### src/sv/digit_to_dot_matrix_leds_assert.svh
// Assertion macros shared by the dot-matrix digit block.
`ifndef DIGIT_TO_DOT_MATRIX_LEDS_ASSERT_SVH
`define DIGIT_TO_DOT_MATRIX_LEDS_ASSERT_SVH

// Same-cycle implication, disabled while reset is active.
`define DTDM_ASSERT_NOW(lbl, clk_s, rstn_s, ante, cons, msg) \
    lbl: assert property (@(posedge clk_s) disable iff (!rstn_s) (ante) |-> (cons)) \
        else $error(msg);

// Next-cycle implication, disabled while reset is active.
`define DTDM_ASSERT_NEXT(lbl, clk_s, rstn_s, ante, cons, msg) \
    lbl: assert property (@(posedge clk_s) disable iff (!rstn_s) (ante) |=> (cons)) \
        else $error(msg);

`endif

### src/sv/dtdm_pkg.sv
`default_nettype none

package dtdm_pkg;

    // Dot matrix geometry
    localparam int NUM_COLS      = 5;
    localparam int NUM_ROWS      = 7;
    localparam int NUM_POSITIONS = NUM_COLS * NUM_ROWS;
    localparam int NUM_DIGITS    = 10;

    // Segment bits a..g
    localparam logic [6:0] SEG_A = 7'h01;
    localparam logic [6:0] SEG_B = 7'h02;
    localparam logic [6:0] SEG_C = 7'h04;
    localparam logic [6:0] SEG_D = 7'h08;
    localparam logic [6:0] SEG_E = 7'h10;
    localparam logic [6:0] SEG_F = 7'h20;
    localparam logic [6:0] SEG_G = 7'h40;

    typedef logic [NUM_POSITIONS-1:0] dot_mask_t;

    // Seven-segment patterns for digits 0..9
    localparam logic [6:0] SEG_TABLE [NUM_DIGITS] = '{
        7'h3F, 7'h06, 7'h5B, 7'h4F, 7'h66, 7'h6D, 7'h7D, 7'h07, 7'h7F, 7'h6F
    };

    // Dot positions of each segment, bit = row*5 + col
    localparam dot_mask_t MASK_A = 35'h1F;
    localparam dot_mask_t MASK_B = 35'h0_0008_4210;
    localparam dot_mask_t MASK_C = 35'h4_2108_0000;
    localparam dot_mask_t MASK_D = 35'h1F << 30;
    localparam dot_mask_t MASK_E = 35'h0_4210_8000;
    localparam dot_mask_t MASK_F = 35'h0_0000_8421;
    localparam dot_mask_t MASK_G = 35'h1F << 15;

    // Controller to datapath
    typedef struct packed {
        logic load;   // take a new digit transaction
        logic step;   // examine the current dot position
    } dtdm_cmd_t;

    // Datapath to controller
    typedef struct packed {
        logic out_full;   // output register holds a dot not yet taken
        logic scan_end;   // no lit dots past the current position
    } dtdm_status_t;

    // Digit code to lit dot mask; blank codes give no dots
    function automatic dot_mask_t digit_mask(input logic [3:0] code);
        logic [6:0] s;
        dot_mask_t  m;
        s = 7'h00;
        m = '0;
        if (code <= 4'(NUM_DIGITS - 1))
            s = SEG_TABLE[code];
        if ((s & SEG_A) != 7'h00) m = m | MASK_A;
        if ((s & SEG_B) != 7'h00) m = m | MASK_B;
        if ((s & SEG_C) != 7'h00) m = m | MASK_C;
        if ((s & SEG_D) != 7'h00) m = m | MASK_D;
        if ((s & SEG_E) != 7'h00) m = m | MASK_E;
        if ((s & SEG_F) != 7'h00) m = m | MASK_F;
        if ((s & SEG_G) != 7'h00) m = m | MASK_G;
        return m;
    endfunction

    // 8-bit value mod 3 via base-4 digit sums (4 == 1 mod 3)
    function automatic logic [1:0] mod3_u8(input logic [7:0] v);
        logic [3:0] s;
        logic [2:0] t;
        logic [2:0] r;
        s = 4'(v[1:0]) + 4'(v[3:2]) + 4'(v[5:4]) + 4'(v[7:6]);
        t = 3'(s[1:0]) + 3'(s[3:2]);
        if (t >= 3'd6)
            r = t - 3'd6;
        else if (t >= 3'd3)
            r = t - 3'd3;
        else
            r = t;
        return r[1:0];
    endfunction

endpackage

`default_nettype wire

### src/sv/digit_to_dot_matrix_leds.sv
// Digit to 5x7 dot-matrix LED list.
// Slave stream s_*: one transaction per digit (code, leftmost column).
// Master stream m_*: one transaction per lit dot in row-major order, with
// tlast on the final dot of the digit. Blank codes (10..15) give none.
// Config channel cfg_*: row origin of the top dot row, always ready. The user
// must see that it is written only while the block is idle; the block does
// not enforce this. Reset value is 96. Throughput: one digit at a time.
// The scan walks the 35 positions one per cycle while the output is not
// stalled and ends right after the last lit dot; a blank digit ends at the
// first position. With the output register free, m_tvalid rises after the
// scan step on the first lit dot, which for a 1 is in column 4.
// A stalled receiver holds the output register and freezes the scan;
// s_tready stays low until the scan of the current digit is done.
// Reset clears the scan and the output valid; no clearing pass is needed.
`default_nettype none

module digit_to_dot_matrix_leds #(
    parameter int PITCH = 8
) (
    input  wire logic        clk,
    input  wire logic        rst_n,
    input  wire logic        s_tvalid,
    output logic             s_tready,
    input  wire logic [15:0] s_tdata,    // [3:0] digit_code, [11:4] column_origin
    output logic             m_tvalid,
    input  wire logic        m_tready,
    output logic [23:0]      m_tdata,    // [7:0] dot_x, [15:8] dot_y, [17:16] shade
    output logic             m_tlast,    // last_dot
    input  wire logic        cfg_valid,
    output logic             cfg_ready,
    input  wire logic [7:0]  cfg_data    // row_origin
);

    dtdm_pkg::dtdm_cmd_t    cmd;
    dtdm_pkg::dtdm_status_t status;
    logic [7:0]             dot_x;
    logic [7:0]             dot_y;
    logic [1:0]             shade;

    assign cfg_ready = 1'b1;

    dtdm_ctrl u_ctrl (
        .clk       (clk),
        .rst_n     (rst_n),
        .in_valid  (s_tvalid),
        .in_ready  (s_tready),
        .out_ready (m_tready),
        .status    (status),
        .cmd       (cmd)
    );

    dtdm_datapath #(
        .PITCH (PITCH)
    ) u_datapath (
        .clk           (clk),
        .rst_n         (rst_n),
        .digit_code    (s_tdata[3:0]),
        .column_origin (s_tdata[11:4]),
        .cfg_valid     (cfg_valid),
        .cfg_data      (cfg_data),
        .cmd           (cmd),
        .status        (status),
        .out_ready     (m_tready),
        .out_valid     (m_tvalid),
        .dot_x         (dot_x),
        .dot_y         (dot_y),
        .shade         (shade),
        .last_dot      (m_tlast)
    );

    // Pack output fields
    assign m_tdata = {6'd0, shade, dot_y, dot_x};

    // Checks
`include "digit_to_dot_matrix_leds_assert.svh"

    `DTDM_ASSERT_NEXT(a_busy_after_accept, clk, rst_n, s_tvalid && s_tready, !s_tready, "accepted a digit but still ready")
    `DTDM_ASSERT_NOW(a_no_step_when_idle, clk, rst_n, s_tready, !cmd.step, "scan step while idle")
    `DTDM_ASSERT_NOW(a_shade_range, clk, rst_n, m_tvalid, m_tdata[17:16] != 2'b11, "shade out of range")

endmodule

`default_nettype wire

### src/sv/dtdm_ctrl.sv
`default_nettype none

module dtdm_ctrl (
    input  wire logic                  clk,
    input  wire logic                  rst_n,
    input  wire logic                  in_valid,
    output logic                       in_ready,
    input  wire logic                  out_ready,
    input  wire dtdm_pkg::dtdm_status_t status,
    output dtdm_pkg::dtdm_cmd_t        cmd
);

    localparam logic ST_IDLE = 1'b0;
    localparam logic ST_SCAN = 1'b1;

    logic state_reg;
    logic state_next;

    // Scan may advance when the output slot is free or being emptied
    assign in_ready = (state_reg == ST_IDLE);
    assign cmd.load = in_ready && in_valid;
    assign cmd.step = (state_reg == ST_SCAN) && (!status.out_full || out_ready);

    // Next state
    always_comb
    begin
        state_next = state_reg;
        unique case (state_reg)
            ST_IDLE:
            begin
                if (cmd.load)
                    state_next = ST_SCAN;
            end
            ST_SCAN:
            begin
                if (cmd.step && status.scan_end)
                    state_next = ST_IDLE;
            end
            default:
            begin
                state_next = ST_IDLE;
            end
        endcase
    end

    always_ff @(posedge clk or negedge rst_n)
    begin
        if (!rst_n)
            state_reg <= ST_IDLE;
        else
            state_reg <= state_next;
    end

endmodule

`default_nettype wire

### src/sv/dtdm_datapath.sv
`default_nettype none

module dtdm_datapath #(
    parameter int PITCH = 8
) (
    input  wire logic                clk,
    input  wire logic                rst_n,
    input  wire logic [3:0]          digit_code,
    input  wire logic [7:0]          column_origin,
    input  wire logic                cfg_valid,
    input  wire logic [7:0]          cfg_data,
    input  wire dtdm_pkg::dtdm_cmd_t cmd,
    output dtdm_pkg::dtdm_status_t   status,
    input  wire logic                out_ready,
    output logic                     out_valid,
    output logic [7:0]               dot_x,
    output logic [7:0]               dot_y,
    output logic [1:0]               shade,
    output logic                     last_dot
);

    localparam logic [7:0] PITCH_W  = 8'(PITCH);
    localparam logic [2:0] LAST_COL = 3'(dtdm_pkg::NUM_COLS - 1);

    logic [7:0]           row_origin_reg;
    dtdm_pkg::dot_mask_t  mask_reg;
    logic [7:0]           origin_reg;
    logic [7:0]           x_reg;
    logic [7:0]           y_reg;
    logic [2:0]           col_reg;
    logic [1:0]           shade_reg;
    logic                 out_valid_reg;
    logic [7:0]           out_x_reg;
    logic [7:0]           out_y_reg;
    logic [1:0]           out_shade_reg;
    logic                 out_last_reg;
    logic                 lit;
    logic                 rest_empty;

    // Current position is mask bit 0; the mask shifts down as the scan moves
    assign lit        = mask_reg[0];
    assign rest_empty = (mask_reg[dtdm_pkg::NUM_POSITIONS-1:1] == '0);

    assign status.out_full = out_valid_reg;
    assign status.scan_end = rest_empty;

    // Row origin register
    always_ff @(posedge clk or negedge rst_n)
    begin
        if (!rst_n)
            row_origin_reg <= 8'd96;
        else if (cfg_valid)
            row_origin_reg <= cfg_data;
    end

    // Scan state: mask, column counter and running coordinates
    always_ff @(posedge clk or negedge rst_n)
    begin
        if (!rst_n)
        begin
            mask_reg <= '0;
            col_reg  <= '0;
        end
        else if (cmd.load)
        begin
            mask_reg <= dtdm_pkg::digit_mask(digit_code);
            col_reg  <= '0;
        end
        else if (cmd.step)
        begin
            mask_reg <= mask_reg >> 1;
            col_reg  <= (col_reg == LAST_COL) ? 3'd0 : col_reg + 3'd1;
        end
    end

    always_ff @(posedge clk)
    begin
        if (cmd.load)
        begin
            origin_reg <= column_origin;
            x_reg      <= column_origin;
            y_reg      <= row_origin_reg;
            shade_reg  <= dtdm_pkg::mod3_u8(column_origin);
        end
        else if (cmd.step)
        begin
            if (col_reg == LAST_COL)
            begin
                // Row wrap: col drops by 4 and row rises by 1, shade unchanged mod 3
                x_reg <= origin_reg;
                y_reg <= y_reg + PITCH_W;
            end
            else
            begin
                x_reg     <= x_reg + PITCH_W;
                shade_reg <= (shade_reg == 2'd2) ? 2'd0 : shade_reg + 2'd1;
            end
        end
    end

    // Output register
    always_ff @(posedge clk or negedge rst_n)
    begin
        if (!rst_n)
            out_valid_reg <= 1'b0;
        else if (cmd.step && lit)
            out_valid_reg <= 1'b1;
        else if (out_ready)
            out_valid_reg <= 1'b0;
    end

    always_ff @(posedge clk)
    begin
        if (cmd.step && lit)
        begin
            out_x_reg     <= x_reg;
            out_y_reg     <= y_reg;
            out_shade_reg <= shade_reg;
            out_last_reg  <= rest_empty;
        end
    end

    assign out_valid = out_valid_reg;
    assign dot_x     = out_x_reg;
    assign dot_y     = out_y_reg;
    assign shade     = out_shade_reg;
    assign last_dot  = out_last_reg;

endmodule

`default_nettype wire
### config.mk
export PLATFORM = sky130hd
export DESIGN_NAME = digit_to_dot_matrix_leds
export DESIGN_NICKNAME = d
export VERILOG_FILES = /design/src/sv/dtdm_pkg.sv /design/src/sv/digit_to_dot_matrix_leds.sv /design/src/sv/dtdm_ctrl.sv /design/src/sv/dtdm_datapath.sv
export VERILOG_INCLUDE_DIRS = /design/src /design/src/sv
export SDC_FILE = /design/constraint.sdc
export NUM_CORES = 1
export LEC_CHECK = 0
export BUFFER_PORTS_ARGS = -buffer_cell sky130_fd_sc_hd__buf_2
export CAP_MARGIN = 0
export CORE_MARGIN = 10
export CORE_UTILIZATION = 40
export DETAILED_ROUTE_END_ITERATION = 10
export PLACE_DENSITY = 0.63
export SLEW_MARGIN = 15
export SYNTH_ARGS = -nofsm -noshare
export SYNTH_HDL_FRONTEND = slang
export SYNTH_SLANG_ARGS = --single-unit
### constraint.sdc
create_clock -name clk -period 5.9 [get_ports clk]
set_clock_uncertainty 0.15 [all_clocks]
set_input_delay 0.295 -clock clk [delete_from_list [all_inputs] [get_ports clk]]
set_output_delay 0.295 -clock clk [all_outputs]
set_load 0.05 [all_outputs]
==> tab_implementation.tex <==
\begin{tabular}{lr}
\hline
Metric & Value \\
\hline
\multicolumn{2}{l}{\textbf{Power}} \\
Power density over the cells & 471 mW/mm\^{}2 \\
Part of the total power dissipated in the clock network & 0.178 \\
Cell Int Power & 1.39 mW \\
Leakage power figure & 2.07 nW \\
Switching part of the total power & 0.396 \\
Largest voltage drop on the vdd net & around 0.19 mV \\
Sw power & 910 uW \\
Fraction of power consumed by combinational cells & 0.346 \\
Part of the power in registers & 0.476 \\
\multicolumn{2}{l}{\textbf{Detailed routing}} \\
Number of design-rule violations left by the first detailed-router iteration & between 200 and 250 \\
Met1 wire length & about 3900 um \\
Mean routed wirelength per cell & approximately 16 um \\
DR pass1 iterations & 4 \\
Met3 wire length & 609 um \\
Routed wire length & 8590 um \\
Top layer in use & met4 \\
Vias after detailed routing & 2836 \\
Antenna Violating Nets Remaining & 0 \\
Detailed-route DRC error count & 0 \\
Total met2 wirelength after detailed routing & approximately 4000 um \\
Average vias per placed instance & 5.12 \\
\multicolumn{2}{l}{\textbf{Layout}} \\
Sequential cell area & 0.00255 mm\^{}2 \\
Final-stage net count & between 400 and 500 \\
Max FFs per register & 35 \\
Final Cell Area & 0.00488 mm\^{}2 \\
Fill cell total of the finished layout & 951 \\
Area added between synthesis and finish & 13.0\% \\
Antenna Diode Count & 0 \\
Final core area utilization & 0.469 \\
Layout cell share with drive strength beyond 1 & 0.211 \\
Area of combinational cells with multiple inputs & 0.00152 mm\^{}2 \\
\multicolumn{2}{l}{\textbf{Yosys}} \\
Yosys warning total & 0 \\
Most area-hungry cell type in the Yosys netlist & edfxtp\_1 \\
Cell types with the largest area share after synthesis & edfxtp\_1 (31\%), dfrtp\_1 (27\%), ha\_1 (4.3\%) \\
Most common flop cell mapped by yosys & dfrtp\_1 \\
Count of mapped cells out of synthesis & $\sim$360 \\
Cell Area, Synth & 0.00432 mm\^{}2 \\
Post-synthesis average cell area & 11.9 um\^{}2 \\
Share of flip-flops with an asynchronous set or reset & 0.516 \\
Sequential share of the synthesized area & 0.591 \\
Number of unique standard cell types used by synthesis & 54 \\
Number of flops mapped to enable cells by yosys & 45 \\
Share of the synthesized area in the top cell type & 0.313 \\
Synth Register Bits & 93 \\
\multicolumn{2}{l}{\textbf{Floorplan}} \\
Standard cell core area & 0.0104 mm\^{}2 \\
Die width & 124 um \\
DIE AREA & 0.0154 mm\^{}2 \\
Die Height & 124 um \\
Effective utilization at floorplan & 0.415 \\
Total I/O pin count & 57 \\
Row count & 37 \\
\multicolumn{2}{l}{\textbf{Flow run}} \\
Max\_cap viols & 0 \\
\multicolumn{2}{l}{\textbf{GRT}} \\
Vias in the first global route & 2821 \\
Number of antenna violations at the first check in global routing & 0 \\
Pin count of the biggest net entering global routing & 49 \\
Gr usage total & 0.114 \\
Leftover overflow at the end of global routing & 0 \\
Global-route wire length before repair & 14100 um \\
\multicolumn{2}{l}{\textbf{Clocking}} \\
Master cell of the clock root buffer & clkbuf\_8 \\
Clock transition at the registers of the reported paths & around 0.10 ns \\
Clock latency on the worst-skew pair & 0.36 ns \\
Clock Sinks & 93 \\
CTS tree & yes \\
Maximum buffer depth of the clock tree & 2 \\
Inserted Clock Buffers & 9 \\
Number of levels in the clock H-tree & 3 \\
Post-CTS repair timing setup buffer count & 0 \\
\multicolumn{2}{l}{\textbf{Timing}} \\
Number of setup violations in the final report & 0 \\
Highest clock rate & $\sim$220 MHz \\
Unrepaired setup endpoints after global routing & false \\
Worst-case headroom to the max-slew limit & 0.398 \\
Tightest Pin Transition & 0.903 ns \\
Final hold vios & 0 \\
Final slew viol count & 0 \\
Fin crit period & roughly 4.6 ns \\
Setup Total Neg Slack & 0 ns \\
Period Utilization, post-route & 0.774 \\
\multicolumn{2}{l}{\textbf{Placement}} \\
Placed Area & approximately 0.0046 mm\^{}2 \\
RePlAce Congestion & 0.828 \\
DP HPWL & 5850 um \\
Input/output buffers & 45 \\
\multicolumn{2}{l}{\textbf{Setup path}} \\
Critical path arrival & 4.61 ns \\
CP Class & primary input to flop \\
Maximum net fanout on the critical path & 7 \\
Cell with the largest stage delay on the worst path & fa\_1 \\
Category of the worst setup path launch point & primary input \\
Worst stage delay on the critical path & 0.54 ns \\
Series of cell instances along the critical path & dlygate4sd3\_1 > buf\_2 > ha\_1 > fa\_1 > inv\_1 > fa\_1 > inv\_1 > ha\_1 > inv\_1 > fa\_1 > inv\_1 > ha\_1 > fa\_1 > ha\_1 > o311ai\_0 > o311ai\_1 > o31ai\_2 \\
Data required time of the worst path & 5.94 ns \\
Critical path endpoint category & flop \\
\multicolumn{2}{l}{\textbf{Status}} \\
Run status & completed \\
\multicolumn{2}{l}{\textbf{Min path}} \\
Type of the worst min-delay path & primary input to flop \\
\hline
\end{tabular}
[metrics by stage]
step / power [mW] / instances / hold WS [ns] / setup slack, ns
2_1_floorplan: 1.72 / 367 / -0.151 / 1.91
3_3_place_gp: 1.87 / 526 / 0.252 / 1.62
3_5_place_dp: 1.90 / 526 / 0.255 / 1.55
4_1_cts: 2.32 / 550 / 0.00295 / 1.34
5_1_grt: 2.46 / 554 / 0.000606 / 1.19
6_report: 2.30 / 554 / 0.0169 / 1.34
[metal layers]
layer / vias up / track usage
li1: 1374 / -
met1: 1384 / 0.153
met2: 70 / 0.175
met3: 8 / 0.0281
met4: 0 / 0.0453
met5: - / 0
[cell usage in the layout, fill, tap and decap left out, types with 2 or more instances in the layout]
master         instances
o221a_2                2
xor2_1                 2
a21o_1                 2
inv_1                 22
inv_4                  2
a21oi_1               28
nand3_1               11
buf_2                 44
o21ai_0               23
mux2_2                 8
a31oi_1                3
dlygate4sd3_1         12
o21a_1                 2
nor2_2                 2
dfstp_2                2
o21ai_2                2
mux2i_1                2
edfxtp_1              45
nor3_1                 3
a22o_1                11
fa_1                   5
nor4_1                 8
and2_1                 3
clkinvlp_4             2
nand2_1               29
o22a_1                 3
o22ai_1                2
conb_1                 7
ha_1                  15
nor2_1                27
dfrtp_1               46
xnor2_1                4
o21ai_1                5
inv_6                  2
clkbuf_8               9
[power groups by stage]
stage / Combinational, mW / Clock [mW] / Sequential [mW]
floorplan: 0.460 / 0 / 1.26
global placement: 0.765 / 0 / 1.10
detailed placement: 0.793 / 0 / 1.11
CTS: 0.801 / 0.419 / 1.10
global route: 0.883 / 0.450 / 1.13
finish: 0.795 / 0.409 / 1.10
[cells in the mapped netlist, types with 3 or more instances]
cell and instances:
nor4_1 8, fa_1 5, o22a_1 3, o21ai_0 23, buf_2 5, buf_4 10, dfrtp_1 46, o21ai_1 5
nand3_1 11, a31oi_1 3, inv_1 22, ha_1 15, and2_1 3, nor3_1 3, a22o_1 11, mux2_2 8
a21oi_1 28, nand2_1 29, nor2_1 27, edfxtp_1 45, buf_6 4, xnor2_1 4
[area by class of cell]
cell class,instances,area share
Clock inverter,7,0.0141
Tap cell,136,0.0348
Timing Repair Buffer,57,0.0712
Multi-Input combinational cell,228,0.312
Clock buffer,9,0.0254
Inverter,24,0.0195
Sequential cell,93,0.523
[path summary, 6_finish.rpt]
kind	startpoint	to	slack, ns	depth (start not counted)
worst max-delay path	s_tdata[4]	u_datapath.shade_reg[0]	1.34	17
worst min-delay path	cfg_data[4]	u_datapath.row_origin_reg[4]	0.02	2
worst max register to register	u_datapath.col_reg[0]	u_datapath.x_reg[0]	3.67	4
worst min register to register	u_datapath.x_reg[0]	u_datapath.dot_x[0]	0.26	0
max in group asynchronous	rst_n	u_datapath.mask_reg[8]	4.86	2
min in group asynchronous	rst_n	u_datapath.mask_reg[31]	0.33	2
[logic make-up (layout without fill, tap and decap cells)]
kind of cell             after synthesis  after routing  synth area share
AND/OR/NAND/NOR                       91             91            0.0978
multiplexers                          10             10            0.0255
AO/OA/AOI/OAI                         94             94             0.144
adder cells (fa/ha/maj)               20             20            0.0666
XOR/XNOR                               6              6            0.0122
flip-flops                            93             93             0.591
buffers and inverters                 46             97            0.0608
other                                  2              7           0.00174
[worst max-delay path: cells and delay by family]
kind,cells,cell delay [ns]
adders and majority gates,8,2.74
buffers and inverters,6,0.89
AOI/OAI and AO/OA,3,0.68
[what timing repair did]
action	CTS	global route
resized for setup	0	0
endpoints found under the hold margin	8	49
hold buffers	8	4
No activity file was read; power rests on OpenSTA's default activity.
